<file path="src/rtl/averaged_deadband_servo_map_unit_defines.svh">
// Assertion macros for the averaged deadband servo map unit.
`ifndef AVERAGED_DEADBAND_SERVO_MAP_UNIT_DEFINES_SVH
`define AVERAGED_DEADBAND_SERVO_MAP_UNIT_DEFINES_SVH

// Condition holds in the same cycle as the trigger.
`define ADSM_ASSERT_SAME(name, trig, prop) \
    name: assert property (@(posedge aclk) disable iff (!aresetn) (trig) |-> (prop)) \
        else $error("adsm assertion failed");

// Condition holds in the cycle after the trigger.
`define ADSM_ASSERT_NEXT(name, trig, prop) \
    name: assert property (@(posedge aclk) disable iff (!aresetn) (trig) |=> (prop)) \
        else $error("adsm assertion failed");

`endif

</file>
<file path="src/rtl/adsm_pkg.sv">
// Shared widths, reset values, register indexes and types of the servo map unit.
`timescale 1ns / 1ps

package adsm_pkg;

    localparam int SAMPLE_W  = 10;
    localparam int COUNT_W   = 10;
    localparam int CFG_W     = 14;
    localparam int LEVEL_W   = 10;
    localparam int PULSE_W   = 11;
    localparam int SUM_W     = SAMPLE_W + COUNT_W;
    localparam int ACC_W     = SAMPLE_W + PULSE_W + 4;
    localparam int STEP_W    = $clog2(SAMPLE_W + 1);
    localparam int DB_W      = (SAMPLE_W > COUNT_W) ? SAMPLE_W : COUNT_W;
    localparam int S_TDATA_W = ((SAMPLE_W + 7) / 8) * 8;
    localparam int M_TDATA_W = ((PULSE_W + LEVEL_W + 7) / 8) * 8;

    localparam logic [COUNT_W-1:0] WINDOW_RESET    = COUNT_W'(500);
    localparam logic [COUNT_W-1:0] DEADBAND_RESET  = COUNT_W'(1);
    localparam logic [CFG_W-1:0]   PULSE_MIN_RESET = CFG_W'(1481);
    localparam logic [CFG_W-1:0]   PULSE_SPAN_RESET = CFG_W'(7407);

    // half an output LSB, for round to nearest
    localparam logic [ACC_W-1:0] ROUND_BIAS = ACC_W'(1) << (SAMPLE_W + 3);

    typedef enum logic [1:0] {
        CFG_WINDOW_COUNT = 2'd0,
        CFG_DEADBAND     = 2'd1,
        CFG_PULSE_MIN    = 2'd2,
        CFG_PULSE_SPAN   = 2'd3
    } cfg_index_t;

    typedef struct packed {
        logic busy;
        logic done;
    } unit_status_t;

endpackage

</file>
<file path="src/rtl/adsm_divider.sv">
// Bit-serial restoring divider: window sum over sample count, one quotient bit a cycle.
`timescale 1ns / 1ps

module adsm_divider (
    input  logic                          aclk,
    input  logic                          aresetn,
    input  logic                          start,
    input  logic [adsm_pkg::SUM_W-1:0]    dividend,
    input  logic [adsm_pkg::COUNT_W-1:0]  divisor,
    output logic [adsm_pkg::SAMPLE_W-1:0] quotient,
    output adsm_pkg::unit_status_t        status
);
    import adsm_pkg::*;

    logic [COUNT_W-1:0]  rem_reg, rem_next;
    logic [SAMPLE_W-1:0] lo_reg, lo_next;
    logic [COUNT_W-1:0]  dvs_reg, dvs_next;
    logic [STEP_W-1:0]   step_reg, step_next;
    logic                busy_reg, busy_next;
    logic                done_reg, done_next;

    logic [COUNT_W:0]    trial;
    logic [COUNT_W:0]    trial_sub;
    logic                fits;

    assign trial     = {rem_reg, lo_reg[SAMPLE_W-1]};
    assign trial_sub = trial - {1'b0, dvs_reg};
    assign fits      = trial >= {1'b0, dvs_reg};

    always_comb begin
        rem_next  = rem_reg;
        lo_next   = lo_reg;
        dvs_next  = dvs_reg;
        step_next = step_reg;
        busy_next = busy_reg;
        done_next = 1'b0;
        if (start) begin
            // quotient fits SAMPLE_W bits, so the upper sum bits are below the divisor
            rem_next  = dividend[SUM_W-1:SAMPLE_W];
            lo_next   = dividend[SAMPLE_W-1:0];
            dvs_next  = divisor;
            step_next = '0;
            busy_next = 1'b1;
        end else if (busy_reg) begin
            rem_next  = fits ? trial_sub[COUNT_W-1:0] : trial[COUNT_W-1:0];
            lo_next   = {lo_reg[SAMPLE_W-2:0], fits};
            step_next = step_reg + STEP_W'(1);
            if (step_reg == STEP_W'(SAMPLE_W - 1)) begin
                busy_next = 1'b0;
                done_next = 1'b1;
            end
        end
    end

    always_ff @(posedge aclk) begin
        if (!aresetn) begin
            step_reg <= '0;
            busy_reg <= 1'b0;
            done_reg <= 1'b0;
        end else begin
            step_reg <= step_next;
            busy_reg <= busy_next;
            done_reg <= done_next;
        end
    end

    always_ff @(posedge aclk) begin
        rem_reg <= rem_next;
        lo_reg  <= lo_next;
        dvs_reg <= dvs_next;
    end

    assign quotient    = lo_reg;
    assign status.busy = busy_reg;
    assign status.done = done_reg;

endmodule

</file>
<file path="src/rtl/adsm_mapper.sv">
// Shift-add multiplier mapping the held level to a rounded compare value, one level bit a cycle.
`timescale 1ns / 1ps

module adsm_mapper (
    input  logic                          aclk,
    input  logic                          aresetn,
    input  logic                          start,
    input  logic [adsm_pkg::SAMPLE_W-1:0] level,
    input  logic [adsm_pkg::CFG_W-1:0]    pulse_min_q4,
    input  logic [adsm_pkg::CFG_W-1:0]    pulse_span_q4,
    output logic [adsm_pkg::PULSE_W-1:0]  pulse_compare,
    output adsm_pkg::unit_status_t        status
);
    import adsm_pkg::*;

    logic [ACC_W-1:0]    acc_reg, acc_next;
    logic [ACC_W-1:0]    mcand_reg, mcand_next;
    logic [SAMPLE_W-1:0] mplier_reg, mplier_next;
    logic [STEP_W-1:0]   step_reg, step_next;
    logic                busy_reg, busy_next;
    logic                done_reg, done_next;

    always_comb begin
        acc_next    = acc_reg;
        mcand_next  = mcand_reg;
        mplier_next = mplier_reg;
        step_next   = step_reg;
        busy_next   = busy_reg;
        done_next   = 1'b0;
        if (start) begin
            acc_next    = ACC_W'({pulse_min_q4, {SAMPLE_W{1'b0}}}) + ROUND_BIAS;
            mcand_next  = ACC_W'(pulse_span_q4);
            mplier_next = level;
            step_next   = '0;
            busy_next   = 1'b1;
        end else if (busy_reg) begin
            if (mplier_reg[0]) begin
                acc_next = acc_reg + mcand_reg;
            end
            mcand_next  = {mcand_reg[ACC_W-2:0], 1'b0};
            mplier_next = {1'b0, mplier_reg[SAMPLE_W-1:1]};
            step_next   = step_reg + STEP_W'(1);
            if (step_reg == STEP_W'(SAMPLE_W - 1)) begin
                busy_next = 1'b0;
                done_next = 1'b1;
            end
        end
    end

    always_ff @(posedge aclk) begin
        if (!aresetn) begin
            step_reg <= '0;
            busy_reg <= 1'b0;
            done_reg <= 1'b0;
        end else begin
            step_reg <= step_next;
            busy_reg <= busy_next;
            done_reg <= done_next;
        end
    end

    always_ff @(posedge aclk) begin
        acc_reg    <= acc_next;
        mcand_reg  <= mcand_next;
        mplier_reg <= mplier_next;
    end

    // full-scale sum stays below 2^ACC_W, so the top bits never exceed the max code
    assign pulse_compare = acc_reg[ACC_W-1:SAMPLE_W+4];
    assign status.busy   = busy_reg;
    assign status.done   = done_reg;

endmodule

</file>
<file path="src/rtl/averaged_deadband_servo_map_unit.sv">
// Top level: window accumulator, deadband hold, serial divide and serial compare mapping.
//
//  channel   direction  handshake          payload
//  s_        in         s_tvalid/s_tready  s_tdata: sample
//  m_        out        m_tvalid/m_tready  m_tdata: pulse_compare, level; m_tuser: changed
//  cfg_      in         cfg_wen            cfg_index, cfg_wdata
//
// A sample that does not close a window is added to the sum and count while the
// unit stays idle and ready. A closing sample holds s_tready low through the
// SAMPLE_W divider steps and their done flag, the deadband step, the SAMPLE_W
// multiplier steps and their done flag, and the output load; both units are serial.
// Reset is synchronous, active low; configuration returns to its defaults.
// A stalled result holds the output register; non-closing samples are still
// taken, and a closing one waits in the output-load step until the register frees.
`timescale 1ns / 1ps

`include "averaged_deadband_servo_map_unit_defines.svh"

module averaged_deadband_servo_map_unit (
    input  logic                           aclk,
    input  logic                           aresetn,
    input  logic                           s_tvalid,
    output logic                           s_tready,
    input  logic [adsm_pkg::S_TDATA_W-1:0] s_tdata,   // sample
    output logic                           m_tvalid,
    input  logic                           m_tready,
    output logic [adsm_pkg::M_TDATA_W-1:0] m_tdata,   // pulse_compare, level
    output logic                           m_tuser,   // changed
    input  logic                           cfg_wen,
    input  adsm_pkg::cfg_index_t           cfg_index,
    input  logic [adsm_pkg::CFG_W-1:0]     cfg_wdata
);
    import adsm_pkg::*;

    typedef enum logic [4:0] {
        ST_IDLE = 5'b00001,
        ST_DIV  = 5'b00010,
        ST_DEAD = 5'b00100,
        ST_MUL  = 5'b01000,
        ST_OUT  = 5'b10000
    } state_t;

    state_t              state_reg, state_next;
    logic [COUNT_W-1:0]  window_reg, window_next;
    logic [COUNT_W-1:0]  deadband_reg, deadband_next;
    logic [CFG_W-1:0]    pmin_reg, pmin_next;
    logic [CFG_W-1:0]    pspan_reg, pspan_next;
    logic [SUM_W-1:0]    sum_reg, sum_next;
    logic [COUNT_W-1:0]  count_reg, count_next;
    logic [SAMPLE_W-1:0] held_reg, held_next;
    logic                changed_reg, changed_next;
    logic                m_valid_reg, m_valid_next;
    logic [PULSE_W-1:0]  m_pulse_reg, m_pulse_next;
    logic [LEVEL_W-1:0]  m_level_reg, m_level_next;
    logic                m_changed_reg, m_changed_next;

    logic                in_fire;
    logic [SUM_W-1:0]    sum_inc;
    logic [COUNT_W-1:0]  count_inc;
    logic                closing;
    logic                div_start;
    logic                map_start;
    logic [SAMPLE_W-1:0] avg;
    logic [SAMPLE_W-1:0] diff;
    logic [PULSE_W-1:0]  pulse_compare;
    logic                out_free;
    unit_status_t        div_status;
    unit_status_t        map_status;

    assign s_tready  = (state_reg == ST_IDLE);
    assign in_fire   = s_tvalid && s_tready;
    assign sum_inc   = sum_reg + SUM_W'(s_tdata[SAMPLE_W-1:0]);
    assign count_inc = count_reg + COUNT_W'(1);
    assign closing   = (count_inc == '0) || (count_inc >= window_reg);
    assign div_start = in_fire && closing;
    assign map_start = (state_reg == ST_DEAD);
    assign diff      = (avg > held_reg) ? (avg - held_reg) : (held_reg - avg);
    assign out_free  = !m_valid_reg || m_tready;

    adsm_divider u_divider (
        .aclk     (aclk),
        .aresetn  (aresetn),
        .start    (div_start),
        .dividend (sum_inc),
        .divisor  (count_inc),
        .quotient (avg),
        .status   (div_status)
    );

    adsm_mapper u_mapper (
        .aclk          (aclk),
        .aresetn       (aresetn),
        .start         (map_start),
        .level         (held_next),
        .pulse_min_q4  (pmin_reg),
        .pulse_span_q4 (pspan_reg),
        .pulse_compare (pulse_compare),
        .status        (map_status)
    );

    always_comb begin
        window_next   = window_reg;
        deadband_next = deadband_reg;
        pmin_next     = pmin_reg;
        pspan_next    = pspan_reg;
        if (cfg_wen) begin
            case (cfg_index)
                CFG_WINDOW_COUNT: window_next   = cfg_wdata[COUNT_W-1:0];
                CFG_DEADBAND:     deadband_next = cfg_wdata[COUNT_W-1:0];
                CFG_PULSE_MIN:    pmin_next     = cfg_wdata;
                CFG_PULSE_SPAN:   pspan_next    = cfg_wdata;
                default:          ;
            endcase
        end
    end

    always_comb begin
        state_next     = state_reg;
        sum_next       = sum_reg;
        count_next     = count_reg;
        held_next      = held_reg;
        changed_next   = changed_reg;
        m_valid_next   = m_valid_reg && !m_tready;
        m_pulse_next   = m_pulse_reg;
        m_level_next   = m_level_reg;
        m_changed_next = m_changed_reg;
        case (state_reg)
            ST_IDLE: begin
                if (in_fire) begin
                    if (closing) begin
                        sum_next   = '0;
                        count_next = '0;
                        state_next = ST_DIV;
                    end else begin
                        sum_next   = sum_inc;
                        count_next = count_inc;
                    end
                end
            end
            ST_DIV: begin
                if (div_status.done) begin
                    state_next = ST_DEAD;
                end
            end
            ST_DEAD: begin
                changed_next = DB_W'(diff) > DB_W'(deadband_reg);
                if (changed_next) begin
                    held_next = avg;
                end
                state_next = ST_MUL;
            end
            ST_MUL: begin
                if (map_status.done) begin
                    state_next = ST_OUT;
                end
            end
            ST_OUT: begin
                if (out_free) begin
                    m_valid_next   = 1'b1;
                    m_pulse_next   = pulse_compare;
                    m_level_next   = LEVEL_W'(held_reg);
                    m_changed_next = changed_reg;
                    state_next     = ST_IDLE;
                end
            end
            default: state_next = ST_IDLE;
        endcase
    end

    always_ff @(posedge aclk) begin
        if (!aresetn) begin
            state_reg    <= ST_IDLE;
            window_reg   <= WINDOW_RESET;
            deadband_reg <= DEADBAND_RESET;
            pmin_reg     <= PULSE_MIN_RESET;
            pspan_reg    <= PULSE_SPAN_RESET;
            sum_reg      <= '0;
            count_reg    <= '0;
            held_reg     <= '0;
            m_valid_reg  <= 1'b0;
        end else begin
            state_reg    <= state_next;
            window_reg   <= window_next;
            deadband_reg <= deadband_next;
            pmin_reg     <= pmin_next;
            pspan_reg    <= pspan_next;
            sum_reg      <= sum_next;
            count_reg    <= count_next;
            held_reg     <= held_next;
            m_valid_reg  <= m_valid_next;
        end
    end

    always_ff @(posedge aclk) begin
        changed_reg   <= changed_next;
        m_pulse_reg   <= m_pulse_next;
        m_level_reg   <= m_level_next;
        m_changed_reg <= m_changed_next;
    end

    assign m_tvalid = m_valid_reg;
    assign m_tdata  = M_TDATA_W'({m_level_reg, m_pulse_reg});
    assign m_tuser  = m_changed_reg;

    `ADSM_ASSERT_SAME(a_idle_units_quiet, s_tready, !div_status.busy && !map_status.busy)
    `ADSM_ASSERT_NEXT(a_div_done_to_dead, div_status.done, state_reg == ST_DEAD)
    `ADSM_ASSERT_NEXT(a_hold_kept, (state_reg == ST_DEAD) && !changed_next, $stable(held_reg))
    `ADSM_ASSERT_NEXT(a_map_done_to_out, map_status.done, state_reg == ST_OUT)

endmodule
</file>
<file path="config.mk">
export PLATFORM = sky130hd
export DESIGN_NAME = averaged_deadband_servo_map_unit
export DESIGN_NICKNAME = d
export VERILOG_FILES = /design/src/rtl/adsm_pkg.sv /design/src/rtl/adsm_divider.sv /design/src/rtl/adsm_mapper.sv /design/src/rtl/averaged_deadband_servo_map_unit.sv
export VERILOG_INCLUDE_DIRS = /design/src /design/src/rtl
export SDC_FILE = /design/constraint.sdc
export NUM_CORES = 1
export LEC_CHECK = 0
export BUFFER_PORTS_ARGS = -buffer_cell sky130_fd_sc_hd__buf_2
export CAP_MARGIN = 20
export CORE_MARGIN = 3
export CORE_UTILIZATION = 64
export CTS_BUF_LIST = sky130_fd_sc_hd__clkbuf_8
export DETAILED_ROUTE_END_ITERATION = 8
export GPL_TIMING_DRIVEN = 0
export HOLD_SLACK_MARGIN = 0.15
export PLACE_DENSITY_LB_ADDON = 0.15
export SLEW_MARGIN = 15
export SYNTH_ARGS = -nofsm -noshare
export SYNTH_HDL_FRONTEND = slang
export SYNTH_SLANG_ARGS = --single-unit
</file>
<file path="constraint.sdc">
create_clock -name aclk -period 5.24 [get_ports aclk]
set_input_delay 0.786 -clock aclk [delete_from_list [all_inputs] [get_ports aclk]]
set_output_delay 0.786 -clock aclk [all_outputs]
set_load 0.02 [all_outputs]
</file>
==> impl_metrics.toml <==
[logic_synthesis]
yosysWarnings = 0
synth_xor_area_share_pct = 4.99
ys_ff_latch = 219
netlist_area_um2 = 12300
avgSynthCellArea_um2 = 9.09
yosys.area_share.adder_pct = 9.98
synthMuxAreaShare_pct = 3.88
yosysUniqueCellTypes = 71
synth_edf_count = 102
synth_compound_area_share_pct = 14.1
ys_seq_area_share_pct = 44.0
synth_top_family_by_area = "simple AND/OR/NAND/NOR gates"
synth-simple-area-share_pct = 18.4
syn_inst = 1351
synthArstFlopShare_pct = 0
synth_flop_cell = "dfxtp_1"

[floorplanning]
die_w_um = 145
num_rows = 50
initial_core_util_pct = 65.5
dieArea_um2 = 20900
die_h_um = 145
core_um2 = 18800
io_pins = 64

[timing]
tns_ps = 0
setup-violations-final = 0
slew_headroom_pct = 39.6
timing.final.crit_share_pct = 93.0
fin_crit_ps = 4870
fmax_ghz = 0.205
skew_ps = 23.7
slew_violations = 0
tightest_slew_ps = 906
layout_setup_ws_ps = 366
rsz0062_at_grt = "false"
hold_viol = 0

[critical_path]
worstRegToRegCells = 21
r2r-start = "held_reg[1]$_SDFF_PN0_"
cp.required_ps = 5610
end_kind = "register"
path_class = "reg2reg"
worstSetupStartpointType = "register"
crit_start = "held_reg[1]$_SDFF_PN0_"
timing.reg2reg.setup_slack_ps = 370
r2r-end = "u_mapper.mplier_reg[5]$_DFFE_PP_"
arrival_ps = 5240
worstPathMaxFanout = 10

[grt]
grt_pass1_vias = 9618
grt_pass1_wl_mm = 46.7
antenna_found_initial = 0
grt_max_degree = 26
grt_util_all_layers_pct = 28.0
grt_overflow = 0

[clock_tree]
cts_htree_levels = 2
cts_tree = "built"
cts.root.buffer_cell = "clkbuf_8"
clock_sinks = 219
clkLatencyLatePin_ps = 550
hold_buffers = 0
clk_pin_slew_ps = 60
numCtsBuffers = 38
clockBufferDepth = 3

[final_layout]
syn2layout_area_growth_pct = 11.4
final_cell_count_no_fill = 1716
nets = 1586
drive_above_1_share_pct = 10.8
antenna_cells = 0
final_core_util_pct = 73.0

[power_and_ir_drop]
power_density_nw_per_um2 = 269
p_leak_nw = 5.72
peakVddDrop_v = 0.000228

[place]
place_congestion = 0.890
dp_hpwl_mm = 21.1
io_buffers = 52
dp_cells = 1641
dpl_worst_slack_ps = 128

[routing]
num_vias = 10100
wl_per_cell_um = 16.8
postRouteAntennaNets = 0
wirelength_mm = 28.9
drtIter0Drc = 622
viasPerCell = 5.87
first_pass_iters = 7
drc = 0

[job]
maxCapViolCount = 0

[worst_hold_path]
worstHoldPathType = "reg2reg"
min-delay-start = "changed_reg$_DFFE_PP_"
holdPathEnd = "m_tuser$_DFFE_PP_"
holdPathStages = 0

[outcome]
status = "finished clean"
## per-stage QoR
| stage | hold WS (ps) | power, W | area, um2 |
|---|---|---|---|
| floorplan | 400 | 0.00208 | 12300 |
| global placement | 409 | 0.00216 | 12800 |
| detailed placement | 408 | 0.00217 | 12900 |
| CTS | 424 | 0.00370 | 13600 |
| global route | 440 | 0.00381 | 13700 |
| finish | 423 | 0.00368 | 13700 |
## layer usage
metal	routed length (um)	track usage, %	up-vias
met2	14300	49.0	297
met3	1670	4.13	61
li1	-	-	4947
met5	0	0	-
met4	654	9.38	0
met1	12300	35.5	4761
## layout by cell type, fill, tap and decap left out, types with 5 or more instances in the layout
cell type,instances
ha_1,90
nor2_1,108
o21bai_1,9
fa_1,5
nor3_1,13
nor4_1,7
or3_1,7
and3_1,14
clkinv_2,5
buf_2,55
dfxtp_1,117
inv_1,98
a211oi_1,12
and2_1,7
nand4_1,11
a21oi_1,122
edfxtp_1,102
o21ai_0,53
clkbuf_1,40
buf_4,10
clkbuf_8,45
mux2_2,13
xnor2_1,41
nand3_1,56
a21o_1,23
nand2_1,216
xor2_1,29
nand4b_1,6
nand3b_1,6
mux2i_1,30
a31oi_1,18
o211ai_1,10
or2_2,6
nand2b_1,12
buf_1,7
nor2b_1,5
## Yosys cell counts (all sizes together) (6+ instances only)
library cell	n	area share, %
a211oi	12	0.73
a21o	23	1.4
a21oi	122	5.0
a31oi	18	0.92
and2	7	0.36
and3	14	0.71
buf	16	0.74
clkbuf	43	1.3
dfxtp	117	19
edfxtp	102	25
ha	90	9.2
inv	85	2.6
mux2	15	1.4
mux2i	30	2.4
nand2	216	6.6
nand2b	12	0.61
nand3	57	2.4
nand3b	6	0.37
nand4	11	0.56
nand4b	6	0.43
nor2	110	3.4
nor2b	6	0.31
nor3	13	0.53
nor4	7	0.36
o211ai	10	0.61
o21ai	54	2.3
o21bai	9	0.55
o31ai	6	0.52
or2	6	0.31
or3	7	0.36
xnor2	41	2.9
xor2	29	2.1
## cell type report
cell class                 count  area [um2]
inverter                      86         323
tap                          234         293
sequential                   219        5410
clock buffer                  45         619
timing repair buffer          61         347
multi-input combinational    989        6320
buffer                        59         259
clock inverter                23         130
fill                        1485        5080
## cells by family after synthesis
family,Yosys count
compound gates,283
simple gates,493
xor+xnor,70
other cells,1
mux,45
buf+inv,145
fa+ha+maj,95
flops,219
## report_power, final
part / internal (W) / leakage [nW] / switching (W)
clock: 0.000832 / 0.428 / 0.000713
combinational: 0.000117 / 3.44 / 0.000186
sequential: 0.00181 / 1.86 / 0.0000238
## how the worst max path moves through the flow
| stage | end | slack [ps] | cells past startpoint |
|---|---|---|---|
| 4_1_cts | u_mapper.mplier_reg[5]$_DFFE_PP_ | 90 | 23 |
| 3_3_place_gp | u_mapper.mplier_reg[1]$_DFFE_PP_ | 370 | 23 |
| 5_1_grt | u_mapper.mplier_reg[5]$_DFFE_PP_ | 20 | 21 |
| 3_5_place_dp | u_mapper.mplier_reg[5]$_DFFE_PP_ | 130 | 23 |
| 6_report | u_mapper.mplier_reg[5]$_DFFE_PP_ | 370 | 21 |
| 2_1_floorplan | u_mapper.mplier_reg[1]$_DFFE_PP_ | 970 | 23 |
## timing repair
action | in CTS | in global routing
setup buffers | 0 | 6
setup endpoints to repair | 0 | 21
resized for setup | 0 | 8
## worst max-delay path: stages, from the launching register on
cell and delay [ps]:
dfxtp_1 530, inv_1 140, fa_1 460, a21o_1 190, a21oi_1 240, o211ai_1 180
o41ai_1 300, buf_4 240, mux2_2 390, o2111ai_1 190, a31oi_1 130, xnor2_1 170
ha_1 310, nand4_1 100, nor2_1 150, a21oi_1 80, o211ai_1 120, nand2_1 140
inv_1 90, clkbuf_2 250, nand2_1 80, a31oi_1 210
(Power assumes the default switching activity.)
